===== config.mk =====
export PLATFORM = sky130hd
export DESIGN_NAME = ecn_receive_window_controller
export DESIGN_NICKNAME = d
export VERILOG_FILES = /design/src/hdl/ecn_rwc_pkg.sv /design/src/hdl/ecn_receive_window_controller.sv
export VERILOG_INCLUDE_DIRS = /design/src /design/src/hdl
export SDC_FILE = /design/constraint.sdc
export NUM_CORES = 2
export LEC_CHECK = 0
export BUFFER_PORTS_ARGS = -buffer_cell sky130_fd_sc_hd__buf_2
export CORE_UTILIZATION = 45
export DETAILED_ROUTE_END_ITERATION = 7
export GPL_ROUTABILITY_DRIVEN = 0
export GPL_TIMING_DRIVEN = 0
export SETUP_SLACK_MARGIN = 0.1
export SLEW_MARGIN = 40
export SYNTH_ARGS = -nofsm -noshare
export SYNTH_HDL_FRONTEND = slang
export SYNTH_SLANG_ARGS = --single-unit

===== constraint.sdc =====
create_clock -name clk -period 13.2 [get_ports clk]
set_input_delay 2.64 -clock clk [delete_from_list [all_inputs] [get_ports clk]]
set_output_delay 2.64 -clock clk [all_outputs]
set_load 0.01 [all_outputs]

===== src/hdl/assert_macros.svh =====
// Assertion helpers for the receive window controller.
`ifndef ASSERT_MACROS_SVH
`define ASSERT_MACROS_SVH

`ifndef NO_ASSERTIONS

// Property checked on every rising edge while out of reset.
`define ASSERT_CLK(label, clock, reset, prop) \
  label: assert property (@(posedge clock) disable iff (reset) prop) \
    else $error("assertion failed");

// Expression that must never be true while out of reset.
`define ASSERT_NEVER(label, clock, reset, expr) \
  label: assert property (@(posedge clock) disable iff (reset) !(expr)) \
    else $error("forbidden condition seen");

`else

`define ASSERT_CLK(label, clock, reset, prop)
`define ASSERT_NEVER(label, clock, reset, expr)

`endif

`endif


===== src/hdl/ecn_rwc_pkg.sv =====
package ecn_rwc_pkg;

  // Gain of the alpha moving average is 2^-GAIN_SHIFT.
  localparam int GAIN_SHIFT = 4;
  localparam logic [3:0] MAX_SHIFT = 4'd14;

  localparam int CFG_INDEX_W = 2;

  typedef enum logic [CFG_INDEX_W-1:0] {
    REG_SEGMENT_SIZE   = 2'd0,
    REG_WEIGHT_SCALED  = 2'd1,
    REG_WINDOW_SHIFT   = 2'd2,
    REG_INITIAL_WINDOW = 2'd3
  } cfg_reg_t;

  localparam logic [15:0] SEGMENT_SIZE_RESET   = 16'd1460;
  localparam logic [15:0] WEIGHT_SCALED_RESET  = 16'd0;
  localparam logic [3:0]  WINDOW_SHIFT_RESET   = 4'd0;
  localparam logic [31:0] INITIAL_WINDOW_RESET = 32'd65535;

  typedef struct packed {
    logic        mode;
    logic [31:0] seq_number;
    logic [31:0] ack_number;
    logic [15:0] marked_ratio;
  } ecn_in_t;

  typedef struct packed {
    logic [15:0] advertised_window;
    logic [31:0] window_bytes;
    logic [15:0] alpha_value;
  } ecn_out_t;

  localparam logic MODE_SENT = 1'b0;
  localparam logic MODE_ACK  = 1'b1;

  // Serial-number compare: a is after b when a - b lies in 1 .. 2^31-1.
  function automatic logic seq_after(input logic [31:0] a, input logic [31:0] b);
    logic [31:0] d;
    d = a - b;
    return (d != 32'd0) && !d[31];
  endfunction

  function automatic logic [15:0] advertise(input logic [31:0] window,
                                            input logic [3:0]  shift);
    logic [3:0]  sh;
    logic [31:0] w;
    sh = (shift > MAX_SHIFT) ? MAX_SHIFT : shift;
    w  = window >> sh;
    return (|w[31:16]) ? 16'hFFFF : w[15:0];
  endfunction

endpackage


===== src/hdl/ecn_receive_window_controller.sv =====
// Channel  Dir  Handshake              Beat
// -------  ---  ---------------------  ------------------------------------------
// in       in   in_valid / in_ready    mode, seq_number, ack_number, marked_ratio
// out      out  out_valid / out_ready  advertised_window, window_bytes, alpha_value
// cfg      in   cfg_valid / cfg_ready  cfg_index, cfg_data (always ready)
//
// One beat per clock while out is not stalled; out_valid follows the input register stage.
// Input register -> alpha update, one 32x18 multiply for the window cut -> output register.
// The growth increment (weight * segment size / 256) is registered from the config registers.
// rst (synchronous) clears flow state and loads the register reset values.
// A stalled out beat does not block intake until the input register also fills.
module ecn_receive_window_controller #(
  parameter int GAIN_SHIFT = ecn_rwc_pkg::GAIN_SHIFT
) (
  input  logic                                 clk,
  input  logic                                 rst,
  input  logic                                 in_valid,
  output logic                                 in_ready,
  input  ecn_rwc_pkg::ecn_in_t                 in_data,
  output logic                                 out_valid,
  input  logic                                 out_ready,
  output ecn_rwc_pkg::ecn_out_t                out_data,
  input  logic                                 cfg_valid,
  output logic                                 cfg_ready,
  input  logic [ecn_rwc_pkg::CFG_INDEX_W-1:0]  cfg_index,
  input  logic [31:0]                          cfg_data
);
  import ecn_rwc_pkg::*;

  `include "assert_macros.svh"

  localparam int ALPHA_SUM_W = 16 + GAIN_SHIFT + 1;

  // config registers
  logic [15:0] segment_size;
  logic [15:0] weight_scaled;
  logic [3:0]  window_shift;
  logic [23:0] grow_inc;

  // flow state
  logic [31:0] high_seq;
  logic [31:0] alpha_gate_seq;
  logic [31:0] window_gate_seq;
  logic [15:0] alpha_estimate;
  logic [31:0] recv_window;

  // pipeline
  ecn_in_t     in_q;
  logic        in_valid_q;
  logic [31:0] out_window;
  logic [15:0] out_alpha;
  logic        advance;
  logic        cfg_fire;

  logic                   alpha_gate;
  logic [ALPHA_SUM_W-1:0] alpha_sum;
  logic [15:0]            alpha_next;
  logic                   window_cut;
  logic [17:0]            cut_factor;
  logic [49:0]            cut_prod;
  logic [32:0]            grow_sum;
  logic [31:0]            window_next;

  assign cfg_ready = 1'b1;
  assign cfg_fire  = cfg_valid && cfg_ready;
  assign advance   = in_valid_q && (!out_valid || out_ready);
  assign in_ready  = !in_valid_q || advance;

  always_comb begin
    alpha_gate = seq_after(in_q.ack_number, alpha_gate_seq);
    // alpha * (2^G - 1) + ratio, then drop G bits
    alpha_sum  = ({{(ALPHA_SUM_W-16-GAIN_SHIFT){1'b0}}, alpha_estimate, {GAIN_SHIFT{1'b0}}})
               - {{(ALPHA_SUM_W-16){1'b0}}, alpha_estimate}
               + {{(ALPHA_SUM_W-16){1'b0}}, in_q.marked_ratio};
    alpha_next = alpha_gate ? alpha_sum[GAIN_SHIFT +: 16] : alpha_estimate;

    window_cut = (alpha_next != 16'd0) && seq_after(in_q.ack_number, window_gate_seq);
    cut_factor = 18'h20000 - {2'b00, alpha_next};
    cut_prod   = {18'd0, recv_window} * {32'd0, cut_factor};
    grow_sum   = {1'b0, recv_window} + {9'd0, grow_inc};

    if (window_cut) begin
      window_next = cut_prod[48:17];
    end else if (grow_sum[32]) begin
      window_next = 32'hFFFF_FFFF;
    end else begin
      window_next = grow_sum[31:0];
    end
  end

  always_ff @(posedge clk) begin
    grow_inc <= 24'(({16'd0, weight_scaled} * {16'd0, segment_size}) >> 8);
  end

  always_ff @(posedge clk) begin
    if (rst) begin
      in_valid_q <= 1'b0;
    end else if (in_ready) begin
      in_valid_q <= in_valid;
    end
  end

  always_ff @(posedge clk) begin
    if (in_ready && in_valid) begin
      in_q <= in_data;
    end
  end

  always_ff @(posedge clk) begin
    if (rst) begin
      out_valid <= 1'b0;
    end else if (advance) begin
      out_valid <= 1'b1;
    end else if (out_ready) begin
      out_valid <= 1'b0;
    end
  end

  always_ff @(posedge clk) begin
    if (advance) begin
      if (in_q.mode == MODE_ACK) begin
        out_window <= window_next;
        out_alpha  <= alpha_next;
      end else begin
        out_window <= recv_window;
        out_alpha  <= alpha_estimate;
      end
    end
  end

  always_ff @(posedge clk) begin
    if (rst) begin
      segment_size    <= SEGMENT_SIZE_RESET;
      weight_scaled   <= WEIGHT_SCALED_RESET;
      window_shift    <= WINDOW_SHIFT_RESET;
      high_seq        <= 32'd0;
      alpha_gate_seq  <= 32'd0;
      window_gate_seq <= 32'd0;
      alpha_estimate  <= 16'd0;
      recv_window     <= INITIAL_WINDOW_RESET;
    end else begin
      if (advance) begin
        if (in_q.mode == MODE_SENT) begin
          high_seq <= in_q.seq_number;
        end else begin
          if (alpha_gate) begin
            alpha_gate_seq <= high_seq;
          end
          if (window_cut) begin
            window_gate_seq <= high_seq;
          end
          alpha_estimate <= alpha_next;
          recv_window    <= window_next;
        end
      end
      if (cfg_fire) begin
        unique case (cfg_reg_t'(cfg_index))
          REG_SEGMENT_SIZE:   segment_size  <= cfg_data[15:0];
          REG_WEIGHT_SCALED:  weight_scaled <= cfg_data[15:0];
          REG_WINDOW_SHIFT:   window_shift  <= cfg_data[3:0];
          REG_INITIAL_WINDOW: recv_window   <= cfg_data;
          default: ;
        endcase
      end
    end
  end

  always_comb begin
    out_data.advertised_window = advertise(out_window, window_shift);
    out_data.window_bytes      = out_window;
    out_data.alpha_value       = out_alpha;
  end

  `ASSERT_CLK(a_window_holds, clk, rst,
    (!advance && !(cfg_fire && cfg_index == REG_INITIAL_WINDOW)) |=> $stable(recv_window))
  `ASSERT_NEVER(a_stall_cause, clk, rst,
    !in_ready && !(in_valid_q && out_valid && !out_ready))
  `ASSERT_CLK(a_sent_keeps_alpha, clk, rst,
    (advance && in_q.mode == MODE_SENT) |=> ($stable(alpha_estimate) && $stable(alpha_gate_seq)))

endmodule

== Word-level counts from Yosys, hierarchy flattened ==
Cells that the tools add are included.

* Word-level logic and storage cells: 66
* Register bits after elaboration: 335
* Output and inout bits: 67

* Add/sub/neg operators: 6
* Multiplexer cells: 12
* Multipliers: 2
* Eq/ne operators: 3
* Reductions and logical operators: 23
* Magnitude comparators: 1
* Bitwise logic cells: 1
* Shift-type cells: 1

{| class="wikitable"
|+ Operator list
! cell !! number
|-
| 32-bit two-way mux || 6
|-
| 32-bit nonzero test || 2
|-
| 32-bit subtractor || 2
|-
| 32-bit by 18-bit multiplier with 49-bit output || 1
|-
| 16-bit two-way mux || 3
|-
| 32-bit by 24-bit adder with 33-bit output || 1
|-
| 16-bit by 16-bit multiplier with 32-bit output || 1
|-
| 32-bit by 4-bit >> shifter with 32-bit output || 1
|-
| 20-bit by 16-bit adder with 20-bit output || 1
|-
| 20-bit by 16-bit subtractor with 20-bit output || 1
|-
| 18-bit by 16-bit subtractor with 18-bit output (first input constant) || 1
|-
| 16-bit nonzero test || 1
|-
| 16-bit OR reduction || 1
|-
| 2-bit AND reduction || 4
|-
| 3-bit AND reduction || 2
|-
| 1-bit logical AND || 5
|-
| 2-bit == test (second input constant) || 2
|-
| 4-bit greater-than comparator (second input constant) || 1
|-
| 1-bit logical NOT || 4
|-
| 4-bit two-way mux || 1
|-
| 2-bit by 1-bit == test with 1-bit output (second input constant) || 1
|-
| 2-bit logical NOT || 1
|-
| 1-bit logical OR || 2
|-
| 1-bit two-way mux || 2
|-
| other kinds (2) || 2
|}

== Depth between registers and ports, before layout ==
* Depth after elaboration: 11
* Gate-level depth with buffers: 54
* Mapped depth without buffers: 49

== Worst setup path before layout ==
No wires, ideal clock.

* Kind: register to register
* Start point: reg in_q[16] in the netlist's numbering
* End point: reg out_window[25], data pin
* Clock period less this slack: 11547 ps
* Buffers on the path: 5
* Data arrival time: 11296 ps
* Stages on the path, launching flop included: 53
* Required time: 12949 ps
* Setup time: 251 ps
* Setup slack: 1653 ps
* Cells stage by stage: edfxtp_1 inv_1 ha_1 fa_1 nand2_1 a2111o_1 or4_1 a2111oi_2 o2111ai_1 and4bb_1 and4_1 and4_1 buf_6 nor2_4 buf_2 buf_2 nand2_1 o21ai_1 [... 17 more ...] fa_1 inv_1 fa_1 inv_1 ha_1 o21ai_0 nor4b_1 a211o_1 a31o_2 a21oi_1 a21oi_1 o21ai_0 a21o_1 a2111oi_0 a41o_1 a2111oi_2 a211o_1 inv_1

* Cells in the longest elaborated chain, start to end: 8

{| class="wikitable"
|+ Ends and longest elaborated chain
! what !! RTL line !! RTL
|-
| start: declaration || ecn_receive_window_controller.sv:48 || <nowiki>ecn_in_t in_q;</nowiki>
|-
| start signal: assignment || ecn_receive_window_controller.sv:105 || <nowiki>in_q <= in_data;</nowiki>
|-
| 32-bit subtractor || ecn_rwc_pkg.sv:40 || <nowiki>d = a - b;</nowiki>
|-
| 32-bit nonzero test / 1-bit logical NOT (equally long branches) || ecn_rwc_pkg.sv:41 || <nowiki>return (d != 32'd0) && !d[31];</nowiki>
|-
| 1-bit logical AND || ecn_rwc_pkg.sv:41 ||
|-
| 16-bit two-way mux || ecn_receive_window_controller.sv:75 || <nowiki>alpha_next = alpha_gate ? alpha_sum[GAIN_SHIFT +: 16] : alpha_estimate;</nowiki>
|-
| 18-bit by 16-bit subtractor with 18-bit output / 16-bit nonzero test (equally long branches) || ecn_receive_window_controller.sv:78, ecn_receive_window_controller.sv:77 ||
|-
| 32-bit by 18-bit multiplier with 49-bit output / 1-bit logical AND (equally long branches) || ecn_receive_window_controller.sv:79, ecn_receive_window_controller.sv:77 ||
|-
| 32-bit two-way mux (*) || ecn_receive_window_controller.sv:82 || <nowiki>if (window_cut) begin</nowiki>
|-
| 32-bit two-way mux (*) || ecn_receive_window_controller.sv:121 || <nowiki>if (in_q.mode == MODE_ACK) begin</nowiki>
|-
| end signal: assignment || ecn_receive_window_controller.sv:122 || <nowiki>out_window <= window_next;</nowiki>
|-
| end signal: assignment || ecn_receive_window_controller.sv:125 || <nowiki>out_window <= recv_window;</nowiki>
|-
| end: declaration || ecn_receive_window_controller.sv:50 || <nowiki>logic [31:0] out_window;</nowiki>
|}

Mark *: on every way between the ends. The rest lies on a longest branch, timed or not.
A chain may end at the register's enable or synchronous reset.

== Final worst setup path ==
* Start point: reg in_q[16] in the netlist's numbering
* End point: reg recv_window[26]

* Cells in the longest elaborated chain, start to end: 11

{| class="wikitable"
|+ Ends and longest elaborated chain
! what !! RTL line !! RTL
|-
| 32-bit subtractor || ecn_rwc_pkg.sv:40 ||
|-
| 32-bit nonzero test / 1-bit logical NOT (equally long branches) || ecn_rwc_pkg.sv:41 ||
|-
| 1-bit logical AND || ecn_rwc_pkg.sv:41 ||
|-
| 16-bit two-way mux || ecn_receive_window_controller.sv:75 ||
|-
| 18-bit by 16-bit subtractor with 18-bit output / 16-bit nonzero test (equally long branches) || ecn_receive_window_controller.sv:78, ecn_receive_window_controller.sv:77 ||
|-
| 32-bit by 18-bit multiplier with 49-bit output / 1-bit logical AND (equally long branches) || ecn_receive_window_controller.sv:79, ecn_receive_window_controller.sv:77 ||
|-
| 32-bit two-way mux (*) || ecn_receive_window_controller.sv:82 ||
|-
| 32-bit two-way mux (*) || ecn_receive_window_controller.sv:143 || <nowiki>if (in_q.mode == MODE_SENT) begin</nowiki>
|-
| 32-bit two-way mux (*) || ecn_receive_window_controller.sv:142 || <nowiki>if (advance) begin</nowiki>
|-
| 32-bit two-way mux || ecn_receive_window_controller.sv:157 || <nowiki>unique case (cfg_reg_t'(cfg_index))</nowiki>
|-
| 32-bit two-way mux (*) || ecn_receive_window_controller.sv:156 || <nowiki>if (cfg_fire) begin</nowiki>
|-
| end signal: assignment || ecn_receive_window_controller.sv:153 || <nowiki>recv_window <= window_next;</nowiki>
|-
| end signal: assignment || ecn_receive_window_controller.sv:161 || <nowiki>REG_INITIAL_WINDOW: recv_window <= cfg_data;</nowiki>
|-
| end: declaration || ecn_receive_window_controller.sv:45 || <nowiki>logic [31:0] recv_window;</nowiki>
|}

Marks and branches as above.

==> results_dict.tcl <==
set metrics [dict create \
    outcome "finished, final reports clean" \
    core_mm2 0.102 \
    yosys.area.top_type_share_pct 29.7 \
    io_buffers 183 \
    syn_inst 5342 \
    hpwl_um 119000 \
    cpMostUsedCell "fa_1" \
    drt-total-wl_um 144000 \
    drtIter0Drc 3121 \
    yosys.area_share.xor_xnor_pct 2.29 \
    grt_usage_pct 28.2 \
    hold_slack_ns 0.453 \
    synthArstFlopShare_pct 0 \
    cp.arrival_ns 13.15 \
    hold_buffers 0 \
    crit_path_end_kind "flip-flop" \
    htree_num_levels 2 \
    fmax_mhz 79.2 \
    initial_utilization_pct 45.3 \
    cts.sinks 335 \
    path_max_fanout 10 \
    path_class "flip-flop to flip-flop" \
    drive_gt1_share_pct 7.84 \
    synth.area.top_cells "fa_1 (30%), dfxtp_1 (8.9%), ha_1 (8.8%), edfxtp_1 (8.4%), inv_1 (8.1%)" \
    cap_violations 0 \
    grt_pass1_wl_um 223000 \
    grt_max_degree 45 \
    postRouteAntennaNets 0 \
    synth_adder_area_share_pct 38.5 \
    setup_violations 0 \
    fin_crit_ns 12.63 \
    synth-simple-area-share_pct 17.4 \
    rsz0062_at_grt "no" \
    muxShareOfSynthArea_pct 3.78 \
    drc_errors 0 \
    synthesis.area_mm2 0.0461 \
    clk_pin_slew_worst_paths_ns 0.07 \
    nNetsFinal 6711 \
    yosysSeqAreaShare_pct 17.3 \
    slowest_stage "fa_1" \
    cts_inserted_buffers 39 \
    clockRootBuffer "clkbuf_16" \
    first_global_vias 37900 \
    die-area_mm2 0.104 \
    yosysWarningCount 0 \
    num_vias 38000 \
    antenna_found_initial 7 \
    synth-edff-count 129 \
    syn_avg_cell_area_um2 8.63 \
    hp-class "flip-flop to flip-flop" \
    relSlewSlack_pct 38.1 \
    synth_compound_area_share_pct 10.2 \
    die_w_um 322 \
    clk_latency_ns 0.59 \
    clock_skew_ns 0.0419 \
    crit_path_start_kind "flip-flop" \
    clockBufferDepth 3 \
    area_growth_pct 9.68 \
    synth_top_family_by_area "adder cells" \
    die_h_um 322 \
    timing.final.crit_share_pct 95.7 \
    ys_types 107 \
    max_stage_delay_ns 0.56 \
    syn-num-nets 6472 \
    via_per_inst 5.44 \
    grt_overflow_total 0 \
    cts_tree "built" \
    required_ns 13.73 \
    io_pins 187 \
    synth_seq_cells 335 \
    worstMarginPinSlew_ns 0.929 \
    yosysTopAreaCell "fa_1" \
    rows 117 \
    dr.pass1.iters 5 \
    hold_viol 0 \
    wl_per_cell_um 20.7 \
    ys.flop_type "dfxtp_1" \
    slew_viol_final 0 \
]
## state kept, by name, indices dropped and copies added, names as in the netlist
register	count
segment_size	16
alpha_gate_seq	32
out_valid	1
recv_window	32
in_q	81
alpha_estimate	16
grow_inc	24
high_seq	32
out_alpha	16
weight_scaled	16
in_valid_q	1
window_shift	4
window_gate_seq	32
out_window	32
## path summary, 6_finish.rpt
path                            from                  to  slack (ns)  depth (start not counted)
setup / recovery            in_q[16]     recv_window[26]        0.57                         52
hold / removal    alpha_gate_seq[11]  alpha_gate_seq[11]        0.45                          2
setup reg to reg            in_q[16]     recv_window[26]        0.57                         52
hold reg to reg   alpha_gate_seq[11]  alpha_gate_seq[11]        0.45                          2
## cells by family after synthesis
kind of cell,count (synthesis)
muxes,169
adders and majority gates,1010
xor gates and xnor gates,117
DFF,335
and+or+nand+nor,1725
AOI/OAI and AO/OA,717
buffers and inverters,1268
other,1
## critical path: cells and delay by family, from the launching register on
family,cells,cell delay [ns]
AND/OR/NAND/NOR,15,2.97
AO/OA/AOI/OAI,14,2.75
XOR/XNOR,1,0.44
adder cells (fa/ha/maj),10,4.28
multiplexers,1,0.33
flip-flops,1,0.32
buffers and inverters,11,1.44
## per-layer routing
layer / vias up / track usage (%) / share of wire (%)
li1: 17400 / - / -
met2: 1451 / 45.4 / 46
met1: 18900 / 39.2 / 44
met3: 249 / 3.91 / 7.4
met4: 2 / 8.78 / 3.3
met5: - / 0 / 0.0090
## per-stage QoR
stage | worst slack, ns | instances | util (%) | setup TNS, ns | area [um^2]
floorplan | 1.65 | 5342 | - | 0 | 46100
global placement | -1.66 | 6893 | 47.9 | -59.00 | 48700
detailed placement | -1.10 | 6895 | 48.1 | -25.47 | 48900
CTS | 0.107 | 6970 | 49.5 | 0 | 50400
global route | 0.0866 | 6982 | 49.7 | 0 | 50600
finish | 0.572 | 6982 | 49.7 | 0 | 50600
## synth_stat cells, types with 13 or more instances
cell type	count
a211oi_1	39
nor2b_1	60
nand4_1	16
a21oi_1	272
o21a_1	31
mux2i_1	132
fa_1	685
dfxtp_1	206
a21o_1	45
nand2b_1	57
xnor2_1	81
o211ai_1	24
edfxtp_1	129
nor3_1	62
or2_2	20
clkbuf_1	229
ha_1	325
xor2_1	34
nand2_1	888
and3_1	28
buf_2	25
mux2_2	35
and2_1	231
nor4_1	19
o22ai_1	13
nor2_1	218
o21ai_0	96
nand3_1	61
inv_1	995
a31oi_1	38
## timing repair
item                                   CTS  global route
resized for setup                       28            25
endpoints found under the hold margin    0             0
setup buffers                            3            11
pin swaps                                2             7
setup endpoints to repair               57            46
## cell usage in the layout (no fill, tap or decap), types with 8 or more instances in the layout
cell | Yosys | routed
nor3b_1 | 12 | 11
ha_1 | 325 | 324
nand2_1 | 888 | 888
nand2b_1 | 57 | 57
a211oi_1 | 39 | 36
and3_1 | 28 | 28
a21oi_2 | 2 | 8
nor2b_1 | 60 | 60
a31oi_1 | 38 | 38
o21bai_1 | 12 | 11
inv_1 | 995 | 995
nor2_1 | 218 | 216
mux2i_1 | 132 | 132
buf_4 | 6 | 20
a21o_1 | 45 | 45
clkbuf_1 | 229 | 225
fa_1 | 685 | 685
xor2_1 | 34 | 31
xnor2_1 | 81 | 72
edfxtp_1 | 129 | 129
nand4_1 | 16 | 16
o21a_1 | 31 | 31
o31ai_1 | 11 | 11
dfxtp_1 | 206 | 206
a21oi_1 | 272 | 264
nand3_1 | 61 | 61
o211ai_1 | 24 | 24
clkinv_2 | 0 | 8
clkbuf_2 | 0 | 10
o21ai_0 | 96 | 93
nor4_1 | 19 | 19
or3_1 | 11 | 11
clkbuf_16 | 0 | 40
mux2_2 | 35 | 35
o22ai_1 | 13 | 13
or2_2 | 20 | 20
nor3_1 | 62 | 61
and4_1 | 9 | 8
and2_1 | 231 | 230
buf_2 | 25 | 203
## final cells by class
class / instances / area [um^2]
fillers: 9856 / 51200
multi-input cells: 3739 / 33600
flip-flops and latches: 335 / 8000
inverters: 999 / 3750
well taps: 1368 / 1710
plain buffers: 268 / 1130
repair buffers: 199 / 1080
clock buffers: 50 / 1060
clock inverters: 22 / 264
diodes: 2 / 5.00
Power is left out: the tool's default activity adds up to more than one toggle a clock period on the data nets, which glitch-free logic cannot reach.
